===== src/hdl/ang_pkg.sv =====
// ----------------------------------------------------------------------------
// ang_pkg
// Types, constants and log2/exp2 tables shared by the noise gate modules.
// ----------------------------------------------------------------------------
package ang_pkg;

   localparam int LOG_TABLE_BITS = 8;
   localparam int LOG_N          = 1 << LOG_TABLE_BITS;
   localparam int LOG_SH         = 23 - LOG_TABLE_BITS;
   localparam int EXP_SH         = 16 - LOG_TABLE_BITS;

   localparam logic [23:0] UNITY     = 24'h800000;
   localparam logic [16:0] COEFF_MAX = 17'd65536;
   localparam logic [25:0] DIV_M     = 26'd42949672;   // floor(2^32 / 100)
   localparam logic [6:0]  SMOOTH_N  = 7'd100;

   typedef enum logic [2:0] {
      REG_THRESHOLD = 3'd0,
      REG_RANGE     = 3'd1,
      REG_ATTACK    = 3'd2,
      REG_RELEASE   = 3'd3,
      REG_HOLD      = 3'd4,
      REG_SLOPE     = 3'd5,
      REG_HARD      = 3'd6
   } reg_idx_type;

   typedef struct packed {
      logic signed [23:0] sample_left;
      logic signed [23:0] sample_right;
   } req_type;

   typedef struct packed {
      logic signed [23:0] gated_left;
      logic signed [23:0] gated_right;
      logic               gate_is_open;
   } rsp_type;

   typedef struct packed {
      logic signed [23:0] sample_left;
      logic signed [23:0] sample_right;
      logic [23:0]        level;
   } word_type;

   typedef struct packed {
      logic [23:0] threshold_level;
      logic [23:0] range_gain;
      logic [16:0] attack_coeff;
      logic [16:0] release_coeff;
      logic [16:0] hold_length;
      logic [15:0] gate_slope;
      logic        hard_gate;
   } cfg_type;

   typedef enum logic [3:0] {
      ST_IDLE, ST_ENV, ST_GATE, ST_LZ, ST_LOG, ST_MAG,
      ST_EXP, ST_SHF, ST_DIV1, ST_DIV2, ST_OUT
   } st_type;

   typedef logic [16:0] log_tab_type [0:LOG_N];
   typedef logic [31:0] exp_tab_type [0:LOG_N];

   function automatic logic [63:0] isqrt64(input logic [63:0] v_arg);
      logic [63:0] v;
      logic [63:0] r;
      logic [63:0] b;
      v = v_arg;
      r = 64'd0;
      b = 64'd1 << 62;
      while (b > v) b = b >> 2;
      while (b != 64'd0) begin
         if (v >= r + b) begin
            v = v - (r + b);
            r = (r >> 1) + b;
         end else begin
            r = r >> 1;
         end
         b = b >> 2;
      end
      return r;
   endfunction

   function automatic log_tab_type build_log_tab();
      log_tab_type t;
      logic [63:0] m;
      logic [16:0] frac;
      for (int i = 0; i < LOG_N; i++) begin
         m = 64'(LOG_N + i) << (30 - LOG_TABLE_BITS);
         frac = 17'd0;
         for (int k = 1; k <= 16; k++) begin
            m = (m * m) >> 30;
            if (m >= (64'd2 << 30)) begin
               m = m >> 1;
               frac = frac | (17'd1 << (16 - k));
            end
         end
         t[i] = frac;
      end
      t[LOG_N] = COEFF_MAX;
      return t;
   endfunction

   function automatic exp_tab_type build_exp_tab();
      exp_tab_type t;
      logic [63:0] roots [0:LOG_TABLE_BITS];
      logic [63:0] e;
      roots[0] = 64'd2 << 30;
      for (int k = 1; k <= LOG_TABLE_BITS; k++) roots[k] = isqrt64(roots[k - 1] << 30);
      for (int i = 0; i < LOG_N; i++) begin
         e = 64'd1 << 30;
         for (int k = 0; k < LOG_TABLE_BITS; k++) begin
            if (((i >> k) & 1) == 1) begin
               e = (e * roots[LOG_TABLE_BITS - k] + (64'd1 << 29)) >> 30;
            end
         end
         t[i] = e[31:0];
      end
      t[LOG_N] = 32'h8000_0000;
      return t;
   endfunction

   localparam log_tab_type LOG_TAB = build_log_tab();
   localparam exp_tab_type EXP_TAB = build_exp_tab();

endpackage


===== src/hdl/ang_queue.sv =====
// ----------------------------------------------------------------------------
// ang_queue
// Two-entry queue between the input stage and the gain engine.
// ----------------------------------------------------------------------------
module ang_queue import ang_pkg::*; (
   input  logic     clock,
   input  logic     reset,
   input  logic     push_valid,
   output logic     push_ready,
   input  word_type push_data,
   output logic     pop_valid,
   input  logic     pop,
   output word_type pop_data
);

   word_type    mem_ff [0:1];
   logic        wr_ff, wr_in;
   logic        rd_ff, rd_in;
   logic [1:0]  cnt_ff, cnt_in;
   logic        do_push, do_pop;

   assign push_ready = (cnt_ff != 2'd2);
   assign pop_valid  = (cnt_ff != 2'd0);
   assign pop_data   = mem_ff[rd_ff];
   assign do_push    = push_valid && push_ready;
   assign do_pop     = pop && pop_valid;

   always_comb begin
      wr_in  = do_push ? ~wr_ff : wr_ff;
      rd_in  = do_pop  ? ~rd_ff : rd_ff;
      cnt_in = cnt_ff + {1'b0, do_push} - {1'b0, do_pop};
   end

   always_ff @(posedge clock) begin
      if (reset) begin
         wr_ff  <= 1'b0;
         rd_ff  <= 1'b0;
         cnt_ff <= 2'd0;
      end else begin
         wr_ff  <= wr_in;
         rd_ff  <= rd_in;
         cnt_ff <= cnt_in;
      end
      if (do_push) mem_ff[wr_ff] <= push_data;
   end

endmodule


===== config.mk =====
export PLATFORM = sky130hd
export DESIGN_NAME = ang_queue
export DESIGN_NICKNAME = d
export VERILOG_FILES = /design/src/hdl/ang_pkg.sv /design/src/hdl/ang_queue.sv
export SDC_FILE = /design/constraint.sdc
export NUM_CORES = 1
export LEC_CHECK = 0
export ABC_AREA = 1
export BUFFER_PORTS_ARGS = -buffer_cell sky130_fd_sc_hd__buf_2
export CORE_MARGIN = 1.5
export CORE_UTILIZATION = 40
export DETAILED_ROUTE_END_ITERATION = 10
export PLACE_DENSITY = 0.7
export REMOVE_ABC_BUFFERS = 1
export SLEW_MARGIN = 20
export SYNTH_ARGS = -nofsm -noshare
export SYNTH_HDL_FRONTEND = slang
export SYNTH_SLANG_ARGS = --single-unit

===== constraint.sdc =====
create_clock -name clock -period 7.5 [get_ports clock]
set_input_delay 1.5 -clock clock [delete_from_list [all_inputs] [get_ports clock]]
set_output_delay 1.5 -clock clock [all_outputs]
set_load 0.005 [all_outputs]

==> metrics, run 1 <==
CTS Buffer Depth 2; fin cells 616; CP max FO 41; Syn Std Cell Area 0.00579 sq mm; worst clock skew 8.08 ps; status finished, final reports clean; CTS tree done; Post-CTS Setup Bufs 0; most frequent cell after synthesis edfxtp_1; dpl cells 585; Tcrit/Tclk final 52.5%; number of library cell types mapped by synthesis 12; maxcap violations 0; Post-DRT Antenna Nets 0; vias in the first global route 2998; Layout area overhead 24.6%; WS Path Type flip-flop to output pin; crit start category flip-flop; Tot GR Track Use 13.1%; cts repair resizes 0; fin worst setup slack 3560 ps; Hold Path Depth 2; num rows 43; # IOs 150; Pleak 2.87 nW; Worst-Skew Late Latency 410 ps; slowest CP cell dfxtp_4; Slew Limit Fails 0; Placer Congestion 0.651; most common library cells after synthesis edfxtp_1, mux2_4, nor2_1; Crit path largest cell delay 720 ps; Syn. warnings 0; largest cells by area after synthesis edfxtp_1, mux2_4, buf_12; sequential area share after synthesis 76.4%; Reg2Reg Depth 5; Max-slew headroom 34.6%; worst reg2reg path endpoint mem_ff[0][38]; GR Overflow Total 0; number of detailed-route iterations in the first pass 4; largest net degree at the start of global routing 73; Total Nets Final 502; # hold bufs at CTS 0; worst-margin pin slew 981 ps; Setup violations, final 0; PwrDens 339 mW/mm^2; total via count in the routed design 2822; post-DP HPWL 6350 um; Top FF cell, synth edfxtp_1; Initial Utilization 41.4%; die width 123 um; global-route wire length before repair 14300 um; ys async rst share 0%; drc violations 0; share of the synthesized area in the top cell type 74.6%; Achievable Freq 254 MHz; Hold Path End rd_ff; HP Start rd_ff; post-route setup TNS 0 ps; die area 0.0152 sq mm; antenna violations before repair 1; Die Y 123 um; core area 0.0140 sq mm; Final Hold Viols 0; Setup WS pre-CTS 3950 ps; antenna cells 0; EDFF count, synth 144; Worst EP required 6000 ps; WHS 498 ps; Vias/cell 4.58; drt total wl 9770 um; kind of end point of the critical path output pin; routed wire length per instance 15.9 um; H-tree depth 4; DR iter-0 viols 150; r2r setup slk 5560 ps; largest area contributor in the netlist edfxtp_1; Root Buffer clkbuf_16; peak supply drop 0.263 mV; synthesized area per cell 22.2 sq um; CP cell instances buf_4, mux2_2, buf_2; CTS clk-pin slew, worst paths 50 ps; Crit path arrival time 2440 ps; Yosys reg bits 149; fraction of layout cells with a size suffix above 1 57.6%; TritonCTS Sinks 149; total CTS buffers 17; Worst Hold Class flip-flop to flip-flop; cells after synthesis 261; reg-to-reg critical path startpoint cnt_ff[0]; total power 2.45 mW; RSZ-0062 raised after global routing false; crit path time final 3940 ps; number of port buffers 149
==> state kept, by name (all words and copies together), names as in the netlist, named ones only <==
signal,flops
wr_ff,1
rd_ff,1
mem_ff,144
cnt_ff,2
==> cell type report <==
class / count / area [sq um]
multi-input cells: 96 / 1190
flip-flops and latches: 149 / 4430
repair buffers: 152 / 768
clock buffers: 19 / 433
clock inverters: 12 / 138
inverters: 8 / 31.3
fillers: 1183 / 6770
well taps: 180 / 225
==> stage by stage <==
step / utilization (%) / cell area (sq um)
after global routing: 51.6 / 7220
after detailed placement: 47.5 / 6650
after global placement: 47.5 / 6650
after floorplan: - / 5640
after CTS: 51.6 / 7220
final: 51.6 / 7220
==> metal layers <==
layer | GRT usage, % | vias to the layer above | wire length [um]
met2 | 23.0 | 93 | 5110
met5 | 0 | - | 10
met3 | 4.70 | 16 | 620
li1 | - | 1334 | -
met4 | 6.25 | 2 | 165
met1 | 14.0 | 1377 | 3870
==> cells in the final DEF, fill, tap and decap left out, drive strengths merged, types with 3 or more instances in the layout <==
| cell | count |
|---|---|
| mux2 | 72 |
| inv | 7 |
| dfxtp | 5 |
| buf | 152 |
| clkinv | 8 |
| clkbuf | 19 |
| nor2 | 9 |
| nand2 | 8 |
| nand3 | 3 |
| edfxtp | 144 |
| bufinv | 3 |
==> worst max-delay path by stage <==
stage          startpoint      endpoint  slack [ps]  cells past startpoint
3_3_place_gp    flip-flop  pop_data[71]        3940                      3
3_5_place_dp    flip-flop  pop_data[71]        3950                      3
6_report        flip-flop  pop_data[71]        3560                      3
2_1_floorplan  push_valid  mem_ff[0][0]        2420                      2
4_1_cts         flip-flop  pop_data[71]        3500                      3
5_1_grt         flip-flop   pop_data[0]        3420                      3
==> critical path: cells and delay by family (launching register included) <==
kind / cells / cell delay [ps]
muxes: 1 / 400
DFF: 1 / 720
buffers and inverters: 2 / 820
==> logic make-up after synthesis <==
group	share of synthesized area [%]
buf+inv	3.13
fa+ha+maj	0.432
mux	18.5
flops	76.4
simple gates	1.36
compound gates	0.173
==> power by group <==
group          switching (mW)  internal, mW  total (mW)
Sequential             0.0578          1.06        1.12
Clock                   0.299         0.514       0.814
Combinational           0.228         0.294       0.521
(Power assumes the default switching activity.)
==> run 2: changes to the inputs <==
--- a/config.mk
+++ b/config.mk
@@ -5,7 +5,7 @@
 export SDC_FILE = /design/constraint.sdc
 export NUM_CORES = 1
 export LEC_CHECK = 0
-export ABC_AREA = 1
+export ABC_AREA = 0
 export BUFFER_PORTS_ARGS = -buffer_cell sky130_fd_sc_hd__buf_2
 export CORE_MARGIN = 1.5
 export CORE_UTILIZATION = 40
==> constraint.sdc (replaced) <==
create_clock -name clock -period 3.9 [get_ports clock]
set_input_delay 0.78 -clock clock [delete_from_list [all_inputs] [get_ports clock]]
set_output_delay 0.78 -clock clock [all_outputs]
set_load 0.005 [all_outputs]
==> run 2 against run 1 <==
  * Sequential share of layout area is 0.085 points lower
  * Die area is 0.19% lower
  * Clock power is 93% higher
  * Combinational power is 98% higher
  * Synthesized area is 0.19% lower
  * First-iteration DRC count is 13% higher
==> metrics, run 2 <==
status finished, final reports clean; Clock Power Share 33.3%; crit start category flip-flop; most common cell after layout, fill and taps aside buf_2; Final Hold Viols 0; peak supply drop 0.330 mV; vias in the first global route 2948; worst-margin pin slew 1010 ps; Initial Utilization 41.3%; antenna cells 0; number of port buffers 149; largest net degree at the start of global routing 73; Slew Limit Fails 0; most common library cells after synthesis edfxtp_1, mux2_4, buf_12; Regs by FF count mem_ff (144), cnt_ff (2); EDFF count, synth 144; Flop pwr share 44.9%; share of the synthesized area in the top cell type 74.8%; most frequent cell after synthesis edfxtp_1; number of library cell types mapped by synthesis 17; most frequent cells in the layout buf_2, edfxtp_1, mux2_4, clkbuf_16; Worst Hold Class flip-flop to flip-flop; ys async rst share 0%; Yosys reg bits 149; kind of end point of the critical path output pin; post-route setup TNS 0 ps; Placer Congestion 0.664; Pleak 2.85 nW; synthesized area per cell 23.3 sq um; CTS Buffer Depth 2; Post-DRT Antenna Nets 0; Tot GR Track Use 13.5%; largest area contributor in the netlist edfxtp_1; GR Overflow Total 0; Top FF cell, synth edfxtp_1; power share of the combinational group 21.8%; Root Buffer clkbuf_16; Max-slew headroom 32.8%; Layout area overhead 25.0%; cells after synthesis 248; Internal Dissipation 3.60 mW; sw frac 23.7%; worst clock skew 11.2 ps; RSZ-0062 raised after global routing false; drt total wl 9880 um; Worst-Skew Late Latency 420 ps; # IOs 150; slowest CP cell dfxtp_4; WS Path Type flip-flop to output pin; post-layout util 51.7%; fin cells 605; Worst EP required 3120 ps; Syn. warnings 0; cts repair resizes 0; PwrDens 653 mW/mm^2; Total Nets Final 490; DR iter-0 viols 170; Tcrit/Tclk final 72.9%; CTS clk-pin slew, worst paths 50 ps; crit path time final 2840 ps; die area 0.0152 sq mm; Top reg by flops mem_ff; sequential area share after synthesis 76.5%; dpl cells 573; NetSw 1.12 mW; Vias/cell 4.59; Die Y 123 um; CP max FO 25; routed wire length per instance 16.3 um; die width 123 um; Syn Std Cell Area 0.00578 sq mm; core area 0.0140 sq mm; Setup violations, final 0; post-DP HPWL 6490 um; drc violations 0; H-tree depth 4; # hold bufs at CTS 0; Achievable Freq 352 MHz; number of detailed-route iterations in the first pass 4; total via count in the routed design 2778; Post-CTS Setup Bufs 0; CTS tree done; num rows 43; CP cell instances buf_4, mux2_2, buf_2; total CTS buffers 17; maxcap violations 0; TritonCTS Sinks 149; antenna violations before repair 1; Crit path arrival time 2060 ps; global-route wire length before repair 14700 um; fraction of layout cells with a size suffix above 1 61.2%; largest cells by area after synthesis edfxtp_1, mux2_4, buf_12; Largest register FFs 144; Crit path largest cell delay 630 ps
run 2: metal layers:
layer / routed length [um] / track usage [%] / part of all wire (%) / up-vias
met3: 742 / 5.63 / 7.5 / 16
met1: 4010 / 15.2 / 41 / 1355
li1: - / - / - / 1306
met2: 4930 / 22.0 / 50 / 99
met4: 181 / 6.75 / 1.8 / 2
met5: 15 / 0 / 0.15 / -
run 2: cells by family after synthesis:
family / synth area share (%)
compound gates: 0.130
xor+xnor: 0.455
fa+ha+maj: 0.433
buf+inv: 2.68
flops: 76.5
mux: 18.8
simple gates: 1.02
run 2: stage by stage:
step / instance area [sq um] / setup WS (ps) / hold slack, ps / total power [mW]
floorplan: 5630 / -456 / 481 / 2.89
global placement: 6650 / 1480 / 498 / 3.19
detailed placement: 6650 / 1460 / 532 / 3.21
CTS: 7230 / 1010 / 529 / 4.80
global route: 7230 / 948 / 531 / 4.95
finish: 7230 / 1060 / 526 / 4.72
run 2: cell type report:
cell class,count,area [sq um]
fill,1173,6760
sequential,149,4430
multi-input combinational,90,1210
timing repair buffer,153,776
clock buffer,24,482
tap,180,225
clock inverter,8,98.8
inverter,1,3.75
run 2: power by group through the flow:
stage	clock [mW]	sequential (mW)	combinational [mW]
floorplan	0	2.21	0.678
global placement	0	2.14	1.04
detailed placement	0	2.16	1.05
CTS	1.62	2.13	1.06
global route	1.67	2.15	1.13
finish	1.57	2.12	1.03
run 2: worst max-delay path, delay by kind of cell (launching register included):
| kind | cells | cell delay, ps |
|---|---|---|
| flip-flops | 1 | 630 |
| buffers and inverters | 2 | 610 |
| multiplexers | 1 | 390 |
run 2: final timing paths:
check                                      to  depth (start not counted)  slack, ps       from
worst max register to register  mem_ff[0][31]                          4       2020  cnt_ff[0]
worst min register to register          rd_ff                          2        530      rd_ff
worst max-delay path              pop_data[0]                          3       1060  flip-flop
worst min-delay path                    rd_ff                          2        530      rd_ff
