## src/hdl/ang_pkg.sv

```systemverilog
// ----------------------------------------------------------------------------
// ang_pkg
// Types, constants and log2/exp2 tables shared by the noise gate modules.
// ----------------------------------------------------------------------------
package ang_pkg;

   localparam int LOG_TABLE_BITS = 8;
   localparam int LOG_N          = 1 << LOG_TABLE_BITS;
   localparam int LOG_SH         = 23 - LOG_TABLE_BITS;
   localparam int EXP_SH         = 16 - LOG_TABLE_BITS;

   localparam logic [23:0] UNITY     = 24'h800000;
   localparam logic [16:0] COEFF_MAX = 17'd65536;
   localparam logic [25:0] DIV_M     = 26'd42949672;   // floor(2^32 / 100)
   localparam logic [6:0]  SMOOTH_N  = 7'd100;

   typedef enum logic [2:0] {
      REG_THRESHOLD = 3'd0,
      REG_RANGE     = 3'd1,
      REG_ATTACK    = 3'd2,
      REG_RELEASE   = 3'd3,
      REG_HOLD      = 3'd4,
      REG_SLOPE     = 3'd5,
      REG_HARD      = 3'd6
   } reg_idx_type;

   typedef struct packed {
      logic signed [23:0] sample_left;
      logic signed [23:0] sample_right;
   } req_type;

   typedef struct packed {
      logic signed [23:0] gated_left;
      logic signed [23:0] gated_right;
      logic               gate_is_open;
   } rsp_type;

   typedef struct packed {
      logic signed [23:0] sample_left;
      logic signed [23:0] sample_right;
      logic [23:0]        level;
   } word_type;

   typedef struct packed {
      logic [23:0] threshold_level;
      logic [23:0] range_gain;
      logic [16:0] attack_coeff;
      logic [16:0] release_coeff;
      logic [16:0] hold_length;
      logic [15:0] gate_slope;
      logic        hard_gate;
   } cfg_type;

   typedef enum logic [3:0] {
      ST_IDLE, ST_ENV, ST_GATE, ST_LZ, ST_LOG, ST_MAG,
      ST_EXP, ST_SHF, ST_DIV1, ST_DIV2, ST_OUT
   } st_type;

   typedef logic [16:0] log_tab_type [0:LOG_N];
   typedef logic [31:0] exp_tab_type [0:LOG_N];

   function automatic logic [63:0] isqrt64(input logic [63:0] v_arg);
      logic [63:0] v;
      logic [63:0] r;
      logic [63:0] b;
      v = v_arg;
      r = 64'd0;
      b = 64'd1 << 62;
      while (b > v) b = b >> 2;
      while (b != 64'd0) begin
         if (v >= r + b) begin
            v = v - (r + b);
            r = (r >> 1) + b;
         end else begin
            r = r >> 1;
         end
         b = b >> 2;
      end
      return r;
   endfunction

   function automatic log_tab_type build_log_tab();
      log_tab_type t;
      logic [63:0] m;
      logic [16:0] frac;
      for (int i = 0; i < LOG_N; i++) begin
         m = 64'(LOG_N + i) << (30 - LOG_TABLE_BITS);
         frac = 17'd0;
         for (int k = 1; k <= 16; k++) begin
            m = (m * m) >> 30;
            if (m >= (64'd2 << 30)) begin
               m = m >> 1;
               frac = frac | (17'd1 << (16 - k));
            end
         end
         t[i] = frac;
      end
      t[LOG_N] = COEFF_MAX;
      return t;
   endfunction

   function automatic exp_tab_type build_exp_tab();
      exp_tab_type t;
      logic [63:0] roots [0:LOG_TABLE_BITS];
      logic [63:0] e;
      roots[0] = 64'd2 << 30;
      for (int k = 1; k <= LOG_TABLE_BITS; k++) roots[k] = isqrt64(roots[k - 1] << 30);
      for (int i = 0; i < LOG_N; i++) begin
         e = 64'd1 << 30;
         for (int k = 0; k < LOG_TABLE_BITS; k++) begin
            if (((i >> k) & 1) == 1) begin
               e = (e * roots[LOG_TABLE_BITS - k] + (64'd1 << 29)) >> 30;
            end
         end
         t[i] = e[31:0];
      end
      t[LOG_N] = 32'h8000_0000;
      return t;
   endfunction

   localparam log_tab_type LOG_TAB = build_log_tab();
   localparam exp_tab_type EXP_TAB = build_exp_tab();

endpackage

```

## src/hdl/ang_front.sv

```systemverilog
// ----------------------------------------------------------------------------
// ang_front
// Input stage: takes a frame, forms its peak magnitude, hands it to the queue.
// ----------------------------------------------------------------------------
module ang_front import ang_pkg::*; (
   input  logic     clock,
   input  logic     reset,
   input  logic     req_valid,
   output logic     req_ready,
   input  req_type  req_data,
   output logic     push_valid,
   input  logic     push_ready,
   output word_type push_data
);

   logic     valid_ff, valid_in;
   word_type word_ff, word_in;
   logic [23:0] abs_l, abs_r;

   assign abs_l = req_data.sample_left[23]  ? (~req_data.sample_left + 24'd1)
                                             : req_data.sample_left;
   assign abs_r = req_data.sample_right[23] ? (~req_data.sample_right + 24'd1)
                                             : req_data.sample_right;

   assign req_ready  = !valid_ff || push_ready;
   assign push_valid = valid_ff;
   assign push_data  = word_ff;

   always_comb begin
      valid_in = valid_ff;
      word_in  = word_ff;
      if (valid_ff && push_ready) valid_in = 1'b0;
      if (req_valid && req_ready) begin
         valid_in             = 1'b1;
         word_in.sample_left  = req_data.sample_left;
         word_in.sample_right = req_data.sample_right;
         word_in.level        = (abs_l > abs_r) ? abs_l : abs_r;
      end
   end

   always_ff @(posedge clock) begin
      if (reset) begin
         valid_ff <= 1'b0;
      end else begin
         valid_ff <= valid_in;
      end
      word_ff <= word_in;
   end

endmodule

```

## config.mk

```make
export PLATFORM = sky130hd
export DESIGN_NAME = ang_front
export DESIGN_NICKNAME = d
export VERILOG_FILES = /design/src/hdl/ang_pkg.sv /design/src/hdl/ang_front.sv
export SDC_FILE = /design/constraint.sdc
export NUM_CORES = 1
export LEC_CHECK = 0
export ABC_AREA = 1
export BUFFER_PORTS_ARGS = -buffer_cell sky130_fd_sc_hd__buf_4
export CAP_MARGIN = 10
export CORE_MARGIN = 8
export CORE_UTILIZATION = 50
export DETAILED_ROUTE_END_ITERATION = 7
export PLACE_DENSITY = 0.77
export SETUP_SLACK_MARGIN = 0.5
export SLEW_MARGIN = 20
export SYNTH_ARGS = -nofsm -noshare
export SYNTH_HDL_FRONTEND = slang
export SYNTH_SLANG_ARGS = --single-unit
```

## constraint.sdc

```tcl
create_clock -name clock -period 5.2 [get_ports clock]
set_input_delay 0.26 -clock clock [delete_from_list [all_inputs] [get_ports clock]]
set_output_delay 0.26 -clock clock [all_outputs]
set_load 0.005 [all_outputs]
```

==> results by group, run 1 <==
Cells and area
  • Fin util: 64.3%
  • Fin nets: 754
  • Layout cells sized above 1: 26.9%
  • Antenna diode count: 0
  • Layout area overhead: 25.9%
  • Design area: 5880 um2

Route
  • DRT Wirelength: 11900 um
  • Detail Route Antenna Nets: 0
  • DR DRC count: 0
  • Drt first pass iters: 5
  • Vias per cell: 5.20
  • DR vias: 4111
  • Wire per inst: 15.0 um
  • Initial drt markers: 206

Setup path
  • Req. time, crit path: 5420 ps
  • Crit path DAT: 3290 ps
  • Setup crit end kind: flop
  • Highest net fanout along the worst path: 25
  • Crit path launch type: primary input
  • Worst Setup Path Type: in -> reg

STA
  • Rel. slew slack: 57.9%
  • RSZ-0062 raised after global routing: no
  • Final setup vio count: 0
  • Fin worst setup slack: 2130 ps
  • Fin crit share: 59.0%
  • Fmax: 0.326 GHz
  • Sum of negative setup slack: 0 ps
  • Clock skew: 8.60 ps
  • Slew Viols, Final: 0
  • Final Hold Vio Count: 0
  • Crit path time final: 3070 ps
  • Least-Margin Pin Slew: 625 ps

Floorplan
  • Die height: 113 um
  • Starting density of the core: 51.1%
  • Ports: 126
  • Row count: 35
  • Floorplan Core Area: 9150 um2
  • Die ar.: 12700 um2
  • Die width: 113 um

Global routing
  • Grt ovf: 0
  • Largest net degree at the start of global routing: 39
  • Gr usage total: 18.8%
  • First-pass GRT wire length: 19200 um
  • Number of global-route vias before repair: 3986
  • Initial antenna violation count: 0

Clock tree
  • CTS tree: built
  • Clock insertion delay at the later pin of the skew report: 350 ps
  • # Post-CTS Setup Buffers: 0
  • CTS max path bufs: 2
  • CTS buffer count: 9
  • Worst-path clk slew: 80 ps
  • Clock sinks: 73
  • Cts hold-fix bufs: 0
  • Clock Tree Root: clkbuf_8
  • Post-CTS sizing: 0
  • H-tree depth: 3

Placement
  • Post-placement worst setup slack: 1760 ps
  • GP Congestion: 0.879
  • Placement-stage cell area: 5680 um2
  • Hpwl dp: 9440 um
  • PortBufs: 125

Power
  • Power per cell area: 265 nW/um2
  • VDD IR-drop max: 0.000123 V
  • Total power: 1.56 mW
  • Static Leak: 2.86 nW

Outcome
  • Outcome: complete, no violations

Synthesis
  • Synthesized instance count: 550
  • Yosys cell types: 33
  • Syn nets: 628
  • Ys async rst share: 0%
  • Mapped cell area: 4670 um2
  • Post-synth EDFFs: 72
  • Syn_area_per_cell: 8.50 um2
  • Sequential area share after synthesis: 46.7%
  • #FFs+latches synth: 73
  • Main flop type after synthesis: edfxtp_1
  • Ys Warns: 0

Worst hold path
  • Hold/Removal Path Class: in -> reg

Flow run
  • Max-cap violations: 0
## cells in the mapped netlist (all sizes together), types with 2 or more instances
master	number	area [um2]
nand3b	2	15.0
o31ai	2	15.0
buf	8	75.1
nor2	49	196
clkbuf	4	15.0
a21oi	10	50.1
ha	26	325
edfxtp	72	2160
nand2	179	757
inv	76	285
nand3	65	338
a21o	2	15.0
o21ai	18	90.1
xor2	13	121
xnor2	8	70.1
nand4	8	71.3
nor3	4	31.3
## flip-flops by register name, summed over array words and instances (netlist names)
signal / count
push_data: 72
push_valid: 1
## kinds of logic after synthesis
logic type      count (synthesis)  share of synthesized area [%]
simple gates                  308                           30.3
flops                          73                           46.7
buf+inv                        88                           8.03
compound gates                 34                           3.94
fa+ha+maj                      26                           6.96
xor+xnor                       21                           4.10
## cell usage in the layout, fill, tap and decap left out, drive strengths merged, types with 4 or more instances in the layout
cell | synthesis | layout
nand4 | 8 | 8
clkinv | 0 | 4
nor2 | 49 | 49
o21ai | 18 | 18
edfxtp | 72 | 72
xor2 | 13 | 13
ha | 26 | 26
nand3 | 65 | 65
clkbuf | 4 | 10
nand2 | 179 | 179
inv | 76 | 76
a21oi | 10 | 10
nor3 | 4 | 4
buf | 8 | 127
xnor2 | 8 | 8
## layout make-up
cell class	instances	area, um2
flip-flops and latches	73	2180
well taps	111	139
clock inverters	5	47.5
inverters	76	285
repair buffers	127	973
clock buffers	10	128
fillers	782	3270
multi-input cells	389	2130
## critical path: stages
cell,delay [ps]
buf_4,120
inv_1,70
ha_1,180
nand3_1,120
nor2_1,140
nand2_1,60
nand2_1,260
xor2_1,330
inv_1,80
ha_1,280
nand2_1,60
nor2_2,110
nand4_2,110
nor2_4,140
nand4_4,320
nand2_4,460
nand2_1,90
nand2_1,80
## stage by stage
stage               instances  hold WS (ps)
global route              791          44.7
global placement          775           413
CTS                       790          52.4
floorplan                 550           329
finish                    791          56.1
detailed placement        775           424
## path summary, 6_finish.rpt
path	startpoint	endpoint	slack, ps	cells after the start
max reg2reg	push_valid	push_data[14]	3520	2
min	reset	push_valid	60	2
min reg2reg	push_valid	push_valid	560	2
max	req_data[0]	push_data[0]	2130	18
## per-layer routing
layer	global-route usage [%]	up-vias	part of all wire (%)
met1	23.1	1906	43
met4	7.01	0	1.8
met5	0	-	0
li1	-	2049	-
met2	30.6	140	47
met3	5.64	16	8.3
## where the power goes
| part | total (mW) | internal (mW) | leakage (nW) | switching, mW |
|---|---|---|---|---|
| Combinational | 0.413 | 0.172 | 2.06 | 0.241 |
| Sequential | 0.724 | 0.710 | 0.708 | 0.0144 |
| Clock | 0.424 | 0.214 | 0.0910 | 0.210 |
No activity file was read; power rests on OpenSTA's default activity.
==> run 2: changes to the inputs <==
Settings changed: ABC_AREA 1 to 0, CORE_UTILIZATION 50 to 46, PLACE_DENSITY 0.77 to 0.76.
Clock period 5.2 ns to 2.65 ns, I/O delays scaled along.
==> results by group, run 2 <==
Worst hold path
  • Hold EP: push_valid
  • Hold-critical path depth: 3 (+1)
  • Hold/Removal Path Class: in -> reg
  • Worst hold start: req_valid

STA
  • Rel. slew slack: 32.6% (-25 points)
  • Fmax: 0.274 GHz
  • Final Hold Vio Count: 0 (unchanged)
  • Least-Margin Pin Slew: 1010 ps (+386 ps)
  • Slew Viols, Final: 0 (unchanged)
  • Sum of negative setup slack: -23250 ps (-23250 ps)
  • Fin worst setup slack: -997 ps (-3130 ps)
  • Crit path time final: 3650 ps
  • Final setup vio count: 24 (+24)
  • Clock skew: 10.9 ps (+2.33 ps)
  • Fin crit share: 138%
  • Fin Hold WS: 6.60 ps (-49.5 ps)
  • RSZ-0062 raised after global routing: yes

Setup path
  • Reg2Reg Setup Slack: 980 ps (-2540 ps)
  • Highest net fanout along the worst path: 8 (-68%)
  • RR Startpoint: push_valid
  • Req. time, crit path: 2840 ps (-2580 ps)
  • Crit path launch type: primary input
  • Crit path DAT: 3840 ps (+550 ps)
  • Setup crit end kind: flop
  • Worst Setup Path Type: in -> reg
  • Reg2Reg Capture Point: push_data[19]
  • R2r worst-path depth: 2 (unchanged)

Global routing
  • Grt ovf: 0 (unchanged)
  • Initial antenna violation count: 0 (unchanged)
  • Number of global-route vias before repair: 3679 (-7.7%)
  • Largest net degree at the start of global routing: 73 (+87%)
  • First-pass GRT wire length: 18000 um (-6.3%)
  • Gr usage total: 19.5% (+0.64 points)

Outcome
  • Failing checks: negative setup slack
  • Outcome: finished, violations left

Placement
  • GP Congestion: 0.776 (-12%)
  • PortBufs: 125 (unchanged)
  • Hpwl dp: 8820 um (-6.5%)

Cells and area
  • Most frequent cells in the layout: 223 x buf_4, 72 x edfxtp_1, 35 x xor2_1, 30 x inv_1, 25 x ha_1
  • Layout cells sized above 1: 48.8% (+22 points)
  • Max reg flops: 72 (unchanged)
  • Commonest non-fill, non-tap cell in the layout: buf_4
  • Fin nets: 639 (-15%)
  • Antenna diode count: 0 (unchanged)
  • Layout area overhead: 56.8%
  • Fill count: 628 (-20%)

Synthesis
  • Post-synth EDFFs: 72 (unchanged)
  • Main flop type after synthesis: edfxtp_1
  • Ys Warns: 0 (unchanged)
  • Synthesized instance count: 323 (-41%)
  • Sequential area share after synthesis: 54.5% (+7.8 points)
  • Synth area leaders: edfxtp_1 54%, xor2_1 8.5%, ha_1 8.1%, mux2i_1 6.0%, inv_1 2.8%
  • Post-synth top cells: 72 x edfxtp_1, 39 x xor2_1, 30 x inv_1, 26 x ha_1, 24 x mux2i_1
  • Share of the synthesized area in the top cell type: 54.0% (+7.7 points)
  • Syn nets: 401 (-36%)
  • Syn_area_per_cell: 12.4 um2 (+46%)
  • Most frequent cell after synthesis: edfxtp_1
  • Ys async rst share: 0% (unchanged)
  • Yosys cell types: 40 (+21%)
  • #FFs+latches synth: 73 (unchanged)
  • Mapped cell area: 4010 um2 (-14%)
  • Yosys top cell by area: edfxtp_1

Floorplan
  • Row count: 34 (-2.9%)
  • Die width: 109 um (-3.0%)
  • Ports: 126 (unchanged)
  • Die ar.: 11900 um2 (-5.9%)
  • Floorplan Core Area: 8590 um2 (-6.1%)
  • Die height: 109 um (-3.0%)
  • Starting density of the core: 46.6% (-4.5 points)

Route
  • Vias per cell: 5.11 (-1.7%)
  • Wire per inst: 17.6 um (+17%)
  • DR vias: 3444 (-16%)
  • Initial drt markers: 148 (-28%)
  • Drt first pass iters: 4 (-1)
  • DR DRC count: 0 (unchanged)
  • DRT Wirelength: 11800 um (-0.36%)
  • Detail Route Antenna Nets: 0 (unchanged)

Clock tree
  • CTS max path bufs: 2 (unchanged)
  • Worst-path clk slew: 80 ps (about the same)
  • Clock Tree Root: clkbuf_8
  • CTS tree: built
  • H-tree depth: 3 (unchanged)
  • Clock sinks: 73 (unchanged)
  • CTS buffer count: 9 (unchanged)
  • Clock insertion delay at the later pin of the skew report: 360 ps (about the same)

Power
  • Static Leak: 2.88 nW (+0.75%)
  • VDD IR-drop max: 0.000300 V (+140%)
  • Power per cell area: 522 nW/um2 (+97%)

Flow run
  • Max-cap violations: 0 (unchanged)
==> run 2: cell types whose count changed after synthesis, sizes merged, moves of 10 or more <==
cell,change
o31ai,+10
inv,-46
nand3,-62
mux2i,+24
or4,+10
nand2,-163
nor2,-40
xor2,+26
==> run 2: final cells by class <==
| type | instances | area, um2 | share of cell area (%) |
|---|---|---|---|
| repair buffers | 234 | 1820 | 28.9 |
| inverters | 30 | 113 | 1.79 |
| well taps | 108 | 135 | 2.15 |
| flip-flops and latches | 73 | 2180 | 34.8 |
| multi-input cells | 213 | 1840 | 29.2 |
| clock inverters | 5 | 55.1 | 0.877 |
| clock buffers | 11 | 141 | 2.25 |
==> run 2: worst max path at each step <==
stage	start	to	slack (ps)	depth (start not counted)
detailed placement	req_data[34]	push_data[2]	-1460	13
CTS	req_data[34]	push_data[17]	-1000	14
global placement	req_data[34]	push_data[2]	-1290	13
global route	req_data[0]	push_data[20]	-1130	15
floorplan	req_data[34]	push_data[2]	-1020	14
finish	req_data[34]	push_data[17]	-1000	14
==> run 2: cells by family after synthesis <==
kind of cell               after synthesis  synth area share [%]
AOI/OAI and AO/OA                       52                  8.62
buffers and inverters                   37                  3.53
muxes                                   25                  6.28
xor gates and xnor gates                42                  9.18
adders and majority gates               26                  8.12
DFF                                     73                  54.5
and+or+nand+nor                         68                  9.78
==> run 2: repair_timing <==
action,4_1_cts,5_1_grt
hold buffers,6,0
resized for setup,15,12
endpoints found under the hold margin,6,0
cloned,0,1
pin swaps,9,6
buffers inserted,3,2
setup endpoints to repair,24,24
==> run 2: worst max-delay path: stages <==
cell and delay, ps:
buf_6 90, or4_4 530, or3_4 360, or4_4 550
or4_4 510, inv_1 80, ha_1 250, nand4_1 150
buf_4 160, o221ai_1 140, a211oi_2 200, a22o_2 290
buf_12 170, mux2i_1 220
==> run 2: power breakdown <==
part           switching (mW)  total, mW  internal (mW)
Sequential             0.0299       1.43           1.40
Combinational           0.439      0.949          0.509
Clock                   0.446      0.904          0.458
Total                   0.916       3.28           2.36
==> run 2: metal layers <==
metal	global-route usage [%]	vias to the layer above	share of wire, %
li1	-	1677	-
met1	21.0	1641	38
met2	35.3	111	53
met3	5.80	15	7.7
met4	7.14	0	1.5
met5	0	-	0
==> run 2: per-stage QoR <==
step                utilization (%)  total power [mW]  instances  cell area [um2]  worst slack, ps
floorplan                         -              1.84        323             4060            -1020
global placement               67.8              2.28        646             5820            -1290
detailed placement             67.8              2.31        646             5820            -1460
CTS                            71.8              3.23        671             6170             -996
global route                   73.1              3.42        674             6280            -1130
finish                         73.1              3.28        674             6280             -997
